--- config.mk ---
export PLATFORM = sky130hd
export DESIGN_NAME = i2c_register_word_master_core
export DESIGN_NICKNAME = d
export VERILOG_FILES = /design/src/hw/rtl/i2crw_pkg.sv /design/src/hw/rtl/i2c_register_word_master_core.sv
export SDC_FILE = /design/constraint.sdc
export NUM_CORES = 1
export LEC_CHECK = 0
export BUFFER_PORTS_ARGS = -buffer_cell sky130_fd_sc_hd__buf_4
export CELL_PAD_IN_SITES_DETAIL_PLACEMENT = 2
export CELL_PAD_IN_SITES_GLOBAL_PLACEMENT = 2
export CORE_ASPECT_RATIO = 1.25
export CORE_UTILIZATION = 37
export DETAILED_ROUTE_END_ITERATION = 12
export PLACE_DENSITY = 0.75
export SLEW_MARGIN = 20
export SYNTH_ARGS = -nofsm -noshare
export SYNTH_HDL_FRONTEND = slang
export SYNTH_SLANG_ARGS = --single-unit
--- constraint.sdc ---
create_clock -name clk -period 2.8 [get_ports clk]
set_input_delay 0.28 -clock clk [delete_from_list [all_inputs] [get_ports clk]]
set_output_delay 0.28 -clock clk [all_outputs]
set_load 0.02 [all_outputs]
--- src/hw/rtl/i2crw_pkg.sv ---
// ----------------------------------------------------------------------------
// I2C register word master - package
// Codes, field widths and item layouts shared by the core and its checker.
// ----------------------------------------------------------------------------
`timescale 1ns / 1ps

package i2crw_pkg;

  localparam int unsigned OpW      = 2;
  localparam int unsigned DevW     = 7;
  localparam int unsigned RegW     = 8;
  localparam int unsigned WordW    = 16;
  localparam int unsigned RepW     = 4;
  localparam int unsigned ByteW    = 8;
  localparam int unsigned CmdW     = 3;
  localparam int unsigned InDataW  = 48;
  localparam int unsigned OutDataW = 32;

  // Request kind carried in tuser
  typedef enum logic [OpW-1:0] {
    OP_READ   = 2'd0,
    OP_WRITE  = 2'd1,
    OP_REPORT = 2'd2,
    OP_NOP    = 2'd3
  } op_t;

  // Bus report codes
  localparam logic [RepW-1:0] REP_START     = 4'd0;
  localparam logic [RepW-1:0] REP_REP_START = 4'd1;
  localparam logic [RepW-1:0] REP_ADDR_ACK  = 4'd2;
  localparam logic [RepW-1:0] REP_DATA_ACK  = 4'd4;
  localparam logic [RepW-1:0] REP_RX_ACKED  = 4'd6;
  localparam logic [RepW-1:0] REP_RX_NACKED = 4'd7;

  // Bus command codes
  localparam logic [CmdW-1:0] CMD_NONE    = 3'd0;
  localparam logic [CmdW-1:0] CMD_START   = 3'd1;
  localparam logic [CmdW-1:0] CMD_REP     = 3'd2;
  localparam logic [CmdW-1:0] CMD_SEND    = 3'd3;
  localparam logic [CmdW-1:0] CMD_RX_ACK  = 3'd4;
  localparam logic [CmdW-1:0] CMD_RX_NACK = 3'd5;
  localparam logic [CmdW-1:0] CMD_STOP    = 3'd6;

  // Input item, lowest field last in the declaration
  typedef struct packed {
    logic [InDataW-44:0] pad;
    logic [ByteW-1:0]    rx_byte;
    logic [RepW-1:0]     bus_report;
    logic [WordW-1:0]    write_value;
    logic [RegW-1:0]     reg_index;
    logic [DevW-1:0]     device_address;
  } in_item_t;

  // Result item, lowest field last in the declaration
  typedef struct packed {
    logic [OutDataW-31:0] pad;
    logic                 busy_res;
    logic [WordW-1:0]     read_word;
    logic                 failed;
    logic                 done_res;
    logic [ByteW-1:0]     tx_byte;
    logic [CmdW-1:0]      command;
  } out_item_t;

endpackage

--- src/hw/rtl/i2c_register_word_master_core.sv ---
// ----------------------------------------------------------------------------
// I2C register word master core
// Transaction sequencer for 16-bit register reads and writes on an I2C bus.
// ----------------------------------------------------------------------------
`timescale 1ns / 1ps

// Feed requests and bus reports in as items; every item returns exactly one
// result item holding the next bus command. A write request runs start,
// address+W, register byte, high byte, low byte, stop; a read request runs
// start, address+W, register byte, repeated start, address+R, two receives
// (ack, then nack) and stop, and returns the word high byte first. Any
// unexpected report while busy answers with stop, done and failed. Requests
// arriving while busy and reports arriving while idle return command none.
// Throughput is one item per clock while the result side does not stall; an item
// passes through the input register and then the result register, with the
// sequencer state updated as it leaves the input register. The result register
// lets a new item enter while a finished result still waits on out_tready.
module i2c_register_word_master_core
  import i2crw_pkg::*;
(
  input  logic                clk,
  input  logic                rst_n,
  input  logic                in_tvalid,
  output logic                in_tready,
  // [6:0] device_address, [14:7] reg_index, [30:15] write_value,
  // [34:31] bus_report, [42:35] rx_byte, [47:43] zero
  input  logic [InDataW-1:0]  in_tdata,
  // [1:0] op
  input  logic [OpW-1:0]      in_tuser,
  output logic                out_tvalid,
  input  logic                out_tready,
  // [2:0] command, [10:3] tx_byte, [11] done_res, [12] failed,
  // [28:13] read_word, [29] busy_res, [31:30] zero
  output logic [OutDataW-1:0] out_tdata
);

  typedef enum logic [2:0] {
    PH_IDLE  = 3'd0,
    PH_START = 3'd1,
    PH_SLAW  = 3'd2,
    PH_DATA  = 3'd3,
    PH_REP   = 3'd4,
    PH_SLAR  = 3'd5,
    PH_RX    = 3'd6
  } phase_t;

  // Input register
  logic       in_v_r;
  in_item_t   in_item_r;
  logic [OpW-1:0] in_op_r;

  // Result register
  logic       out_v_r;
  out_item_t  out_item_r;

  // Sequencer state
  phase_t           phase_r,   phase_nxt;
  logic             is_read_r, is_read_nxt;
  logic [DevW-1:0]  target_r,  target_nxt;
  logic [RegW-1:0]  regb_r,    regb_nxt;
  logic [WordW-1:0] pending_r, pending_nxt;
  logic [1:0]       count_r,   count_nxt;

  out_item_t res_nxt;
  logic      out_free;
  logic      advance;

  // Move the held item into the result register when that slot opens.
  assign out_free  = !out_v_r || out_tready;
  assign advance   = in_v_r && out_free;
  assign in_tready = !in_v_r || out_free;

  assign out_tvalid = out_v_r;
  assign out_tdata  = out_item_r;

  // Next state and result for the item in the input register.
  always_comb begin
    logic bad;
    bad         = 1'b0;
    phase_nxt   = phase_r;
    is_read_nxt = is_read_r;
    target_nxt  = target_r;
    regb_nxt    = regb_r;
    pending_nxt = pending_r;
    count_nxt   = count_r;
    res_nxt     = '0;
    res_nxt.command = CMD_NONE;

    if (phase_r == PH_IDLE) begin
      // Start a transaction on a read or write request; drop everything else.
      if (in_op_r == OP_READ || in_op_r == OP_WRITE) begin
        is_read_nxt     = (in_op_r == OP_READ);
        target_nxt      = in_item_r.device_address;
        regb_nxt        = in_item_r.reg_index;
        pending_nxt     = (in_op_r == OP_WRITE) ? in_item_r.write_value : '0;
        count_nxt       = 2'd0;
        res_nxt.command = CMD_START;
        phase_nxt       = PH_START;
      end
    end else if (in_op_r == OP_REPORT) begin
      unique case (phase_r)
        PH_START: begin
          if (in_item_r.bus_report == REP_START) begin
            res_nxt.command = CMD_SEND;
            res_nxt.tx_byte = {target_r, 1'b0};
            phase_nxt       = PH_SLAW;
          end else begin
            bad = 1'b1;
          end
        end
        PH_SLAW: begin
          if (in_item_r.bus_report == REP_ADDR_ACK) begin
            res_nxt.command = CMD_SEND;
            res_nxt.tx_byte = regb_r;
            count_nxt       = 2'd0;
            phase_nxt       = PH_DATA;
          end else begin
            bad = 1'b1;
          end
        end
        PH_DATA: begin
          if (in_item_r.bus_report != REP_DATA_ACK) begin
            bad = 1'b1;
          end else if (is_read_r) begin
            res_nxt.command = CMD_REP;
            phase_nxt       = PH_REP;
          end else if (count_r == 2'd0) begin
            res_nxt.command = CMD_SEND;
            res_nxt.tx_byte = pending_r[WordW-1 -: ByteW];
            count_nxt       = 2'd1;
          end else if (count_r == 2'd1) begin
            res_nxt.command = CMD_SEND;
            res_nxt.tx_byte = pending_r[ByteW-1:0];
            count_nxt       = 2'd2;
          end else begin
            res_nxt.command  = CMD_STOP;
            res_nxt.done_res = 1'b1;
            phase_nxt        = PH_IDLE;
          end
        end
        PH_REP: begin
          if (in_item_r.bus_report == REP_REP_START) begin
            res_nxt.command = CMD_SEND;
            res_nxt.tx_byte = {target_r, 1'b1};
            phase_nxt       = PH_SLAR;
          end else begin
            bad = 1'b1;
          end
        end
        PH_SLAR: begin
          if (in_item_r.bus_report == REP_ADDR_ACK) begin
            res_nxt.command = CMD_RX_ACK;
            count_nxt       = 2'd0;
            phase_nxt       = PH_RX;
          end else begin
            bad = 1'b1;
          end
        end
        PH_RX: begin
          if (count_r == 2'd0) begin
            // First byte is the high byte; ask for the last one with a nack.
            if (in_item_r.bus_report == REP_RX_ACKED) begin
              pending_nxt     = {in_item_r.rx_byte, {ByteW{1'b0}}};
              res_nxt.command = CMD_RX_NACK;
              count_nxt       = 2'd1;
            end else begin
              bad = 1'b1;
            end
          end else begin
            if (in_item_r.bus_report == REP_RX_NACKED) begin
              pending_nxt       = {pending_r[WordW-1 -: ByteW], in_item_r.rx_byte};
              res_nxt.read_word = {pending_r[WordW-1 -: ByteW], in_item_r.rx_byte};
              res_nxt.command   = CMD_STOP;
              res_nxt.done_res  = 1'b1;
              phase_nxt         = PH_IDLE;
            end else begin
              bad = 1'b1;
            end
          end
        end
        default: begin
          phase_nxt = PH_IDLE;
        end
      endcase

      // Abort: stop the bus and report failure.
      if (bad) begin
        res_nxt           = '0;
        res_nxt.command   = CMD_STOP;
        res_nxt.done_res  = 1'b1;
        res_nxt.failed    = 1'b1;
        phase_nxt         = PH_IDLE;
      end
    end

    res_nxt.busy_res = (phase_nxt != PH_IDLE);
  end

  // Handshake flags, sequencer state and payload registers.
  always_ff @(posedge clk) begin
    if (!rst_n) begin
      in_v_r    <= 1'b0;
      out_v_r   <= 1'b0;
      phase_r   <= PH_IDLE;
      is_read_r <= 1'b0;
      target_r  <= '0;
      regb_r    <= '0;
      pending_r <= '0;
      count_r   <= '0;
    end else begin
      // Hold the input register until the item moves on.
      if (in_tready) begin
        in_v_r <= in_tvalid;
      end
      if (in_tvalid && in_tready) begin
        in_item_r <= in_tdata;
        in_op_r   <= in_tuser;
      end

      // Advance the sequencer as the item lands in the result register.
      if (advance) begin
        out_item_r <= res_nxt;
        phase_r    <= phase_nxt;
        is_read_r  <= is_read_nxt;
        target_r   <= target_nxt;
        regb_r     <= regb_nxt;
        pending_r  <= pending_nxt;
        count_r    <= count_nxt;
      end
      if (out_free) begin
        out_v_r <= in_v_r;
      end
    end
  end

endmodule

==> results of run 1 <==
placed cells by master, fill, tap and decap left out, types with 8 or more instances in the layout:
master,instances
a21boi_1,15
a22oi_1,23
and2_1,20
buf_4,96
clkbuf_16,17
dfxtp_1,39
edfxtp_1,75
mux2_2,8
nand2_1,73
nor2_1,12
nor2b_1,8
o211a_1,17
worst max-delay path, delay by kind of cell (launching register included):
family / cells / cell delay [ns]
AOI/OAI and AO/OA: 2 / 0.68
and+or+nand+nor: 3 / 0.85
DFF: 1 / 0.61
sequential cells by signal (all words and copies together) (netlist names):
name,cells
is_read_r,1
in_item_r,43
regb_r,8
out_tdata,30
in_op_r,2
target_r,7
count_r,2
phase_r,3
pending_r,16
out_tvalid,1
in_v_r,1
power by group through the flow:
stage | registers, uW | clock network [uW] | logic [uW]
finish | 1900 | 2490 | 270
global route | 1910 | 2620 | 293
CTS | 1910 | 2540 | 276
detailed placement | 1940 | 0 | 272
global placement | 1930 | 0 | 259
floorplan | 1940 | 0 | 138
Yosys cell counts (7+ instances only):
master,number
edfxtp_1,75
nand2_1,73
dfxtp_1,39
a22oi_1,23
and2_1,20
o211a_1,17
a21boi_1,15
nor2_1,12
buf_2,9
clkbuf_1,9
mux2_2,8
nor2b_1,8
a21oi_2,7
o21ai_0,7
cell families after synthesis:
group,Yosys count
DFF,114
and+or+nand+nor,155
buffers and inverters,31
other,1
muxes,10
AOI/OAI and AO/OA,104
worst max-delay path by stage:
stage | start | to | slack (ns) | depth (start not counted)
floorplan | out_tvalid | in_item_r[0] | 0.50 | 3
global placement | in_item_r[31] | out_tdata[1] | 0.45 | 5
detailed placement | in_item_r[31] | out_tdata[1] | 0.38 | 5
CTS | in_item_r[31] | out_tdata[1] | 0.36 | 5
global route | in_item_r[31] | out_tdata[29] | 0.14 | 5
finish | in_item_r[31] | out_tdata[1] | 0.38 | 5
stage by stage:
step                util (%)  power, uW  worst slack [ns]  area [um2]  hold WS (ns)
floorplan                  -       2075            0.4966        4994        0.3789
global placement       43.94       2193            0.4471        5788        0.4422
detailed placement     43.94       2211            0.3823        5788        0.4473
CTS                    49.09       4720            0.3594        6466       0.01186
global route           49.09       4821            0.1409        6466       0.01013
finish                 49.09       4668            0.3840        6466       0.02847
metal layers:
| metal | wire length (um) | up-vias | GRT usage [%] |
|---|---|---|---|
| li1 | - | 1716 | - |
| met1 | 5705 | 1889 | 24.86 |
| met2 | 8197 | 80 | 41.58 |
| met3 | 378 | 24 | 4.647 |
| met4 | 390 | 0 | 11.11 |
| met5 | 0 | - | 0 |
cell type report:
| cell class | count | share of cell area, % |
|---|---|---|
| flip-flops and latches | 114 | 46.90 |
| repair buffers | 97 | 11.46 |
| inverters | 3 | 0.1741 |
| clock buffers | 17 | 6.579 |
| clock inverters | 15 | 3.909 |
| multi-input cells | 271 | 27.67 |
| well taps | 171 | 3.309 |
==> results.json, run 1 <==
{
  "max-vdd-ir-drop_uv": 469.9,
  "drv_slew": 0,
  "vias_per_cell": 5.391,
  "dieHeight_um": 131.8,
  "firstDrtPassIters": 4,
  "maxCapViolations": 0,
  "rrSetupSlack_ns": 0.38,
  "clockBufferDepth": 2,
  "path_cells": "nor4b_4, nor3_1, a2111oi_4, and2_1, a41oi_1",
  "critPathKind": "reg2reg",
  "n_antenna_cell": 0,
  "cts_hold_buffers": 0,
  "dp_cells": 656,
  "yosysSeqAreaShare_pct": 60.78,
  "yosys.area.top_type": "edfxtp_1",
  "cts_resized": 0,
  "yosys.area_share.xor_xnor_pct": 0,
  "critical_path.reg2reg.startpoint": "in_item_r[31]",
  "power_frac_seq_pct": 40.8,
  "syn-cell-area_um2": 4990,
  "powerDensity_nw_per_um2": 721.9,
  "grt_pass1_wl_um": 23180,
  "fin_skew_ns": 0.01354,
  "first_iter_violations": 158,
  "synth_top_family_by_area": "compound AO/OA/AOI/OAI gates",
  "cts-buffers-inserted": 17,
  "yosysWarnings": 0,
  "arrival_ns": 2.56,
  "rsz0062_at_grt": "no",
  "async_flop_share_pct": 0,
  "ys_seq_elements": 114,
  "postSynthAreaPerCell_um2": 12.02,
  "synthToLayoutAreaGrowth_pct": 29.59,
  "p_sw_share_pct": 21.63,
  "synthFlopType": "edfxtp_1",
  "fin_crit_sh_pct": 86.28,
  "cts_tree": "yes",
  "synth_edf_count": 75,
  "detail-route-antenna-nets": 0,
  "synthMuxAreaShare_pct": 2.207,
  "start_kind": "flop",
  "cellInternalPower_uw": 3658,
  "gp_congestion": 0.8525,
  "gr-total-overflow": 0,
  "final_hold_viol_count": 0,
  "p_leak_uw": 0.002476,
  "vias": 3709,
  "worst_slew_pin_slew_ns": 0.6978,
  "hp-class": "in2reg",
  "synth_compound_area_share_pct": 17.13,
  "fin_cells": 688,
  "cts.clk_slew.worst_paths_ns": 0.06,
  "post_cts_buffers": 0,
  "initial_core_util_pct": 37.88,
  "combPwrFrac_pct": 5.8,
  "htree_num_levels": 4,
  "r2r_end": "out_tdata[1]",
  "cp_max_fo": 12,
  "route.detailed.drc": 0,
  "grt_max_degree": 31,
  "cts.sinks": 114,
  "coreArea_um2": 13170,
  "worstHoldPathCells": 1,
  "tns_ns": 0,
  "wl_um": 14670,
  "p_clk_share_pct": 53.4,
  "syn_inst": 415,
  "synthSimpleGateAreaFrac_pct": 16.35,
  "drive_above_1_share_pct": 30.95,
  "endpoint_kind": "flop",
  "synth_top_area_share_pct": 45.14,
  "insertion_delay_ns": 0.42,
  "portBuffers": 80,
  "required_ns": 2.94,
  "fmax_mhz": 413.9,
  "die_w_um": 105.9,
  "n_fill_cell": 1328,
  "final-seq-area_um2": 3033,
  "holdPathEnd": "in_item_r[22]",
  "max_stage_delay_ns": 0.61,
  "num_io_pins": 88,
  "hold_start": "in_tdata[22]",
  "post-route-min-period_ns": 2.416,
  "finalNetCount": 558,
  "multi_input_area_um2": 1789,
  "setup_violations": 0,
  "grt_use_total_pct": 22.79,
  "grt_pass1_vias": 4110,
  "place_hpwl_um": 10080,
  "row_count": 47,
  "max_slew_margin_pct": 53.42,
  "die_area_um2": 13960,
  "synth_area_leaders": "edfxtp_1, dfxtp_1, nand2_1",
  "status": "completed",
  "antenna_found_initial": 0,
  "synth_cell_type_count": 60,
  "rr_worst_depth": 5,
  "routedWlPerCell_um": 21.33,
  "cts-root-buf": "clkbuf_16",
  "critPathSlowestCell": "edfxtp_1",
  "p_sw_uw": 1010,
  "synth_adder_area_share_pct": 0
}
Note: power is estimated with default switching activity, not from simulation.
==> inputs of run 2 (changes only) <==
- ABC_AREA: not set -> 1
- CORE_UTILIZATION: 37 -> 34
- PLACE_DENSITY: 0.75 -> 0.74
==> results.json, run 2 <==
{
  "synth_area_leaders": "edfxtp_1, dfxtp_1, o21ai_0",
  "cts_resized": 0,
  "layout_commonest_cell": "buf_4",
  "hold_start": "in_tdata[34]",
  "yosysWarnings": 0,
  "gr-total-overflow": 0,
  "tns_ns": 0,
  "initial_core_util_pct": 35.00,
  "cts_tree": "yes",
  "first_iter_violations": 178,
  "yosys.area.top_type": "edfxtp_1",
  "drv_slew": 0,
  "largest_register_ffs": 43,
  "fmax_mhz": 478.2,
  "die_area_um2": 14830,
  "row_count": 48,
  "cp_max_fo": 16,
  "fin_cells": 776,
  "regMostFlops": "in_item_r",
  "cts-root-buf": "clkbuf_16",
  "rsz0062_at_grt": "no",
  "antenna_found_initial": 0,
  "grt_max_degree": 46,
  "synth_edf_count": 75,
  "final_hold_viol_count": 0,
  "cts.sinks": 114,
  "coreArea_um2": 13930,
  "r2r_end": "out_tdata[15]",
  "yosysMostFrequentCell": "nor2_1",
  "pre_cts_slack_ns": 0.7509,
  "rr_worst_depth": 8,
  "critical_path.reg2reg.startpoint": "count_r[0]",
  "dieHeight_um": 135.9,
  "htree_num_levels": 4,
  "routedWlPerCell_um": 18.13,
  "insertion_delay_ns": 0.42,
  "worst_slew_pin_slew_ns": 0.6074,
  "dp_cells": 744,
  "cts_hold_buffers": 0,
  "start_kind": "flop",
  "maxCapViolations": 0,
  "synth_top_cells_by_count": "nor2_1, edfxtp_1, o21ai_0, nand2_1, inv_1",
  "required_ns": 3.06,
  "vias": 3873,
  "synth_cell_type_count": 35,
  "final-seq-area_um2": 3033,
  "critPathKind": "reg2reg",
  "holdPathEnd": "in_item_r[34]",
  "syn-cell-area_um2": 4877,
  "route.detailed.drc": 0,
  "vias_per_cell": 4.991,
  "async_flop_share_pct": 0,
  "drive_above_1_share_pct": 26.96,
  "grt_use_total_pct": 21.02,
  "post-route-min-period_ns": 2.091,
  "endpoint_kind": "flop",
  "fin_crit_sh_pct": 74.69,
  "synth_top_area_share_pct": 46.18,
  "die_w_um": 109.1,
  "fin_area_um2": 6281,
  "gp_congestion": 0.8296,
  "whs_ns": 0.03460,
  "multi_input_area_um2": 1549,
  "synthFlopType": "edfxtp_1",
  "final_cell_mix": "buf_4, nor2_1, edfxtp_1",
  "postSynthAreaPerCell_um2": 9.833,
  "cts.clk_slew.worst_paths_ns": 0.05,
  "powerDensity_nw_per_um2": 721.7,
  "detail-route-antenna-nets": 0,
  "synthToLayoutAreaGrowth_pct": 28.78,
  "num_io_pins": 88,
  "arrival_ns": 2.36,
  "placed_cell_area_um2": 5655,
  "hp-class": "in2reg",
  "status": "completed",
  "max_slew_margin_pct": 59.36,
  "setup_violations": 0,
  "grt_pass1_vias": 4298,
  "portBuffers": 80,
  "grt_pass1_wl_um": 22440,
  "clockBufferDepth": 2,
  "place_hpwl_um": 9993,
  "post_cts_buffers": 0,
  "max-vdd-ir-drop_uv": 485.4,
  "p_leak_uw": 0.002510,
  "fin_skew_ns": 0.006074,
  "cts-buffers-inserted": 17,
  "n_fill_cell": 1485,
  "finalNetCount": 642,
  "firstDrtPassIters": 4,
  "worstHoldPathCells": 1,
  "yosysSeqAreaShare_pct": 62.19,
  "fin_ws_ns": 0.7087,
  "syn_inst": 496,
  "n_antenna_cell": 0,
  "rrSetupSlack_ns": 0.71,
  "wl_um": 14070,
  "ys_seq_elements": 114
}
run 2: layout make-up:
| type | count | area share, % |
|---|---|---|
| timing repair buffer | 85 | 10.16 |
| multi-input combinational | 313 | 24.66 |
| inverter | 57 | 3.446 |
| clock inverter | 14 | 2.968 |
| sequential | 114 | 48.29 |
| clock buffer | 18 | 6.992 |
| tap | 175 | 3.486 |
run 2: layer usage:
metal,up-vias,track usage (%),share of wire [%]
met1,1899,21.69,39
met5,-,0,0
met2,79,38.75,55
met3,32,5.465,2.8
li1,1863,-,-
met4,0,10.06,3.1
run 2: per-stage QoR:
| step | total power [uW] | util (%) |
|---|---|---|
| global placement | 2272 | 40.59 |
| global route | 4695 | 45.08 |
| detailed placement | 2289 | 40.59 |
| finish | 4533 | 45.08 |
| floorplan | 2135 | - |
| CTS | 4585 | 45.08 |
run 2: logic make-up (layout without fill, tap and decap cells):
| kind of cell | after synthesis | in the layout | share of synthesized area [%] |
|---|---|---|---|
| other cells | 1 | 2 | 0.07689 |
| simple gates | 210 | 210 | 20.57 |
| compound gates | 101 | 101 | 10.98 |
| buf+inv | 70 | 174 | 6.182 |
| flops | 114 | 114 | 62.19 |
run 2: worst max path at each step:
stage               startpoint  cells past startpoint             to  slack, ns
floorplan           out_tvalid                      3   out_tdata[0]       0.19
global placement    out_tready                      6  out_tdata[17]       0.88
detailed placement  count_r[0]                      8  out_tdata[15]       0.75
CTS                 count_r[0]                      8  out_tdata[15]       0.68
global route        count_r[0]                      8  out_tdata[15]       0.47
finish              count_r[0]                      8  out_tdata[15]       0.71
run 2: worst max-delay path, cell delays in order, from the launching register on:
cell	delay [ns]
dfxtp_1	0.54
inv_1	0.10
nand2_2	0.19
nand3_1	0.21
nand3_2	0.15
nand3_2	0.12
nor2_4	0.21
nand2_4	0.23
nor2_1	0.17
run 2: report_power, final:
part | leakage (uW) | switching [uW] | internal, uW
logic | 0.00118 | 232 | 122
clock network | 0.000306 | 772 | 1510
registers | 0.00102 | 35.6 | 1870
==> inputs of run 3 (changes only) <==
- clock period: 2.8 -> 2 ns (I/O delays scaled with it)
==> results.json, run 3 (synthesis gave the netlist of run 2 again) <==
{
  "route.detailed.drc": 0,
  "rsz0062_at_grt": "yes",
  "max-vdd-ir-drop_uv": 551.8,
  "cts-buffers-inserted": 17,
  "path_cells": "inv_2, nand2_1, inv_2, nand2_2, nand2_2, nand2_2, clkinv_1, nand3_2, nor2_4, buf_12, inv_1, a31oi_1",
  "n_antenna_cell": 0,
  "wl_um": 16080,
  "p_sw_uw": 1475,
  "cts.clk_slew.worst_paths_ns": 0.05,
  "fin_skew_ns": 0.008820,
  "num_io_pins": 88,
  "grt_use_total_pct": 23.73,
  "dieHeight_um": 135.9,
  "fin_crit_sh_pct": 96.43,
  "regMostFlops": "in_item_r",
  "combPwrFrac_pct": 10.3,
  "arrival_ns": 2.18,
  "portBuffers": 80,
  "grt_max_degree": 46,
  "firstDrtPassIters": 4,
  "final_hold_viol_count": 0,
  "layout_commonest_cell": "buf_4",
  "grt_use_met3_pct": 4.075,
  "top_usage_layer": "met2",
  "cts.sinks": 114,
  "synthToLayoutAreaGrowth_pct": 41.51,
  "maxCapViolations": 0,
  "cp_max_fo": 7,
  "p_leak_uw": 0.002732,
  "max_stage_delay_ns": 0.44,
  "cts_tree": "yes",
  "die_w_um": 109.1,
  "row_count": 48,
  "power_frac_seq_pct": 44.1,
  "post-route-min-period_ns": 1.929,
  "vias": 4128,
  "cts-root-buf": "clkbuf_16",
  "fmax_mhz": 518.5,
  "path_common_cell": "nand2_2",
  "gp_congestion": 0.8536,
  "use_met1_pct": 24.64,
  "antenna_found_initial": 0,
  "gr-total-overflow": 0,
  "grt_pass1_vias": 4797,
  "critPathSlowestCell": "edfxtp_1",
  "place_hpwl_um": 10680,
  "gr-usage-met2_pct": 44.48,
  "status": "completed",
  "vias_per_cell": 4.932,
  "largest_register_ffs": 43,
  "placed_cell_area_um2": 5772,
  "start_kind": "flop",
  "cellInternalPower_uw": 4573,
  "required_ns": 2.25,
  "p_clk_share_pct": 45.7,
  "htree_num_levels": 4,
  "clockBufferDepth": 2,
  "endpoint_kind": "flop",
  "p_sw_share_pct": 24.39,
  "routedWlPerCell_um": 19.21,
  "insertion_delay_ns": 0.42,
  "drive_above_1_share_pct": 29.00,
  "powerDensity_nw_per_um2": 876.3,
  "finalNetCount": 703,
  "initial_core_util_pct": 35.00,
  "detail-route-antenna-nets": 0,
  "grt_pass1_wl_um": 25340,
  "hp-class": "in2reg",
  "fin_area_um2": 6902,
  "first_iter_violations": 167,
  "setup_violations": 0,
  "final_cell_mix": "buf_4, edfxtp_1, nor2_1",
  "drv_slew": 0,
  "die_area_um2": 14830,
  "fin_total_pwr_uw": 6048,
  "critPathKind": "reg2reg",
  "coreArea_um2": 13930
}
==> run 3: critical path, delay by kind of cell, from the launching register on <==
family,cells,cell delay (ns)
flip-flops,1,0.44
AND/OR/NAND/NOR,6,0.65
buffers and inverters,5,0.50
AO/OA/AOI/OAI,1,0.18
==> run 3: power by group through the flow <==
stage | Sequential, uW | Combinational, uW | Clock (uW)
after detailed placement | 2710 | 522 | 0
after CTS | 2660 | 613 | 2800
after floorplan | 2710 | 277 | 0
after global routing | 2670 | 678 | 2900
after global placement | 2700 | 496 | 0
final | 2670 | 621 | 2760
==> run 3: final timing paths <==
kind                                    start             to  slack, ns  cells past startpoint
worst min-delay path               out_tready     out_tvalid       0.08                      4
worst max-delay path            in_item_r[31]  out_tdata[10]       0.07                     12
worst max register to register  in_item_r[31]  out_tdata[10]       0.07                     12
worst min register to register   in_item_r[7]      regb_r[0]       0.47                      2
==> run 3: per-layer routing <==
layer / vias up / wire length, um
li1: 1986 / -
met3: 35 / 418
met2: 80 / 9015
met4: 0 / 493
met1: 2027 / 6152
met5: - / 0
==> run 3: what timing repair did <==
action | CTS | global route
setup buffers | 3 | 0
setup endpoints to repair | 13 | 37
pin swaps | 1 | 2
hold buffers | 46 | 0
cloned | 1 | 0
endpoints found under the hold margin | 46 | 0
gates resized for setup | 5 | 20
==> run 3: final cells by class <==
type                    count  area, um2
repair buffers            145       1245
fillers                  1456       7032
multi-input cells         314       1633
clock inverters            10      60.06
inverters                  57      222.7
clock buffers              22      485.5
well taps                 175      219.0
flip-flops and latches    114       3037
==> run 3: metrics by stage <==
stage               setup TNS [ns]  setup slack (ns)  hold WS (ns)  util [%]  std cells
floorplan                        0           0.03632        0.2989         -        497
global placement                 0            0.1148        0.3789     41.42        755
detailed placement               0          0.004090        0.3793     41.42        755
CTS                       -0.05867          -0.02018       0.07313     49.17        837
global route              -0.04432          -0.02476        0.1133     49.53        837
finish                           0           0.07147       0.07997     49.53        837
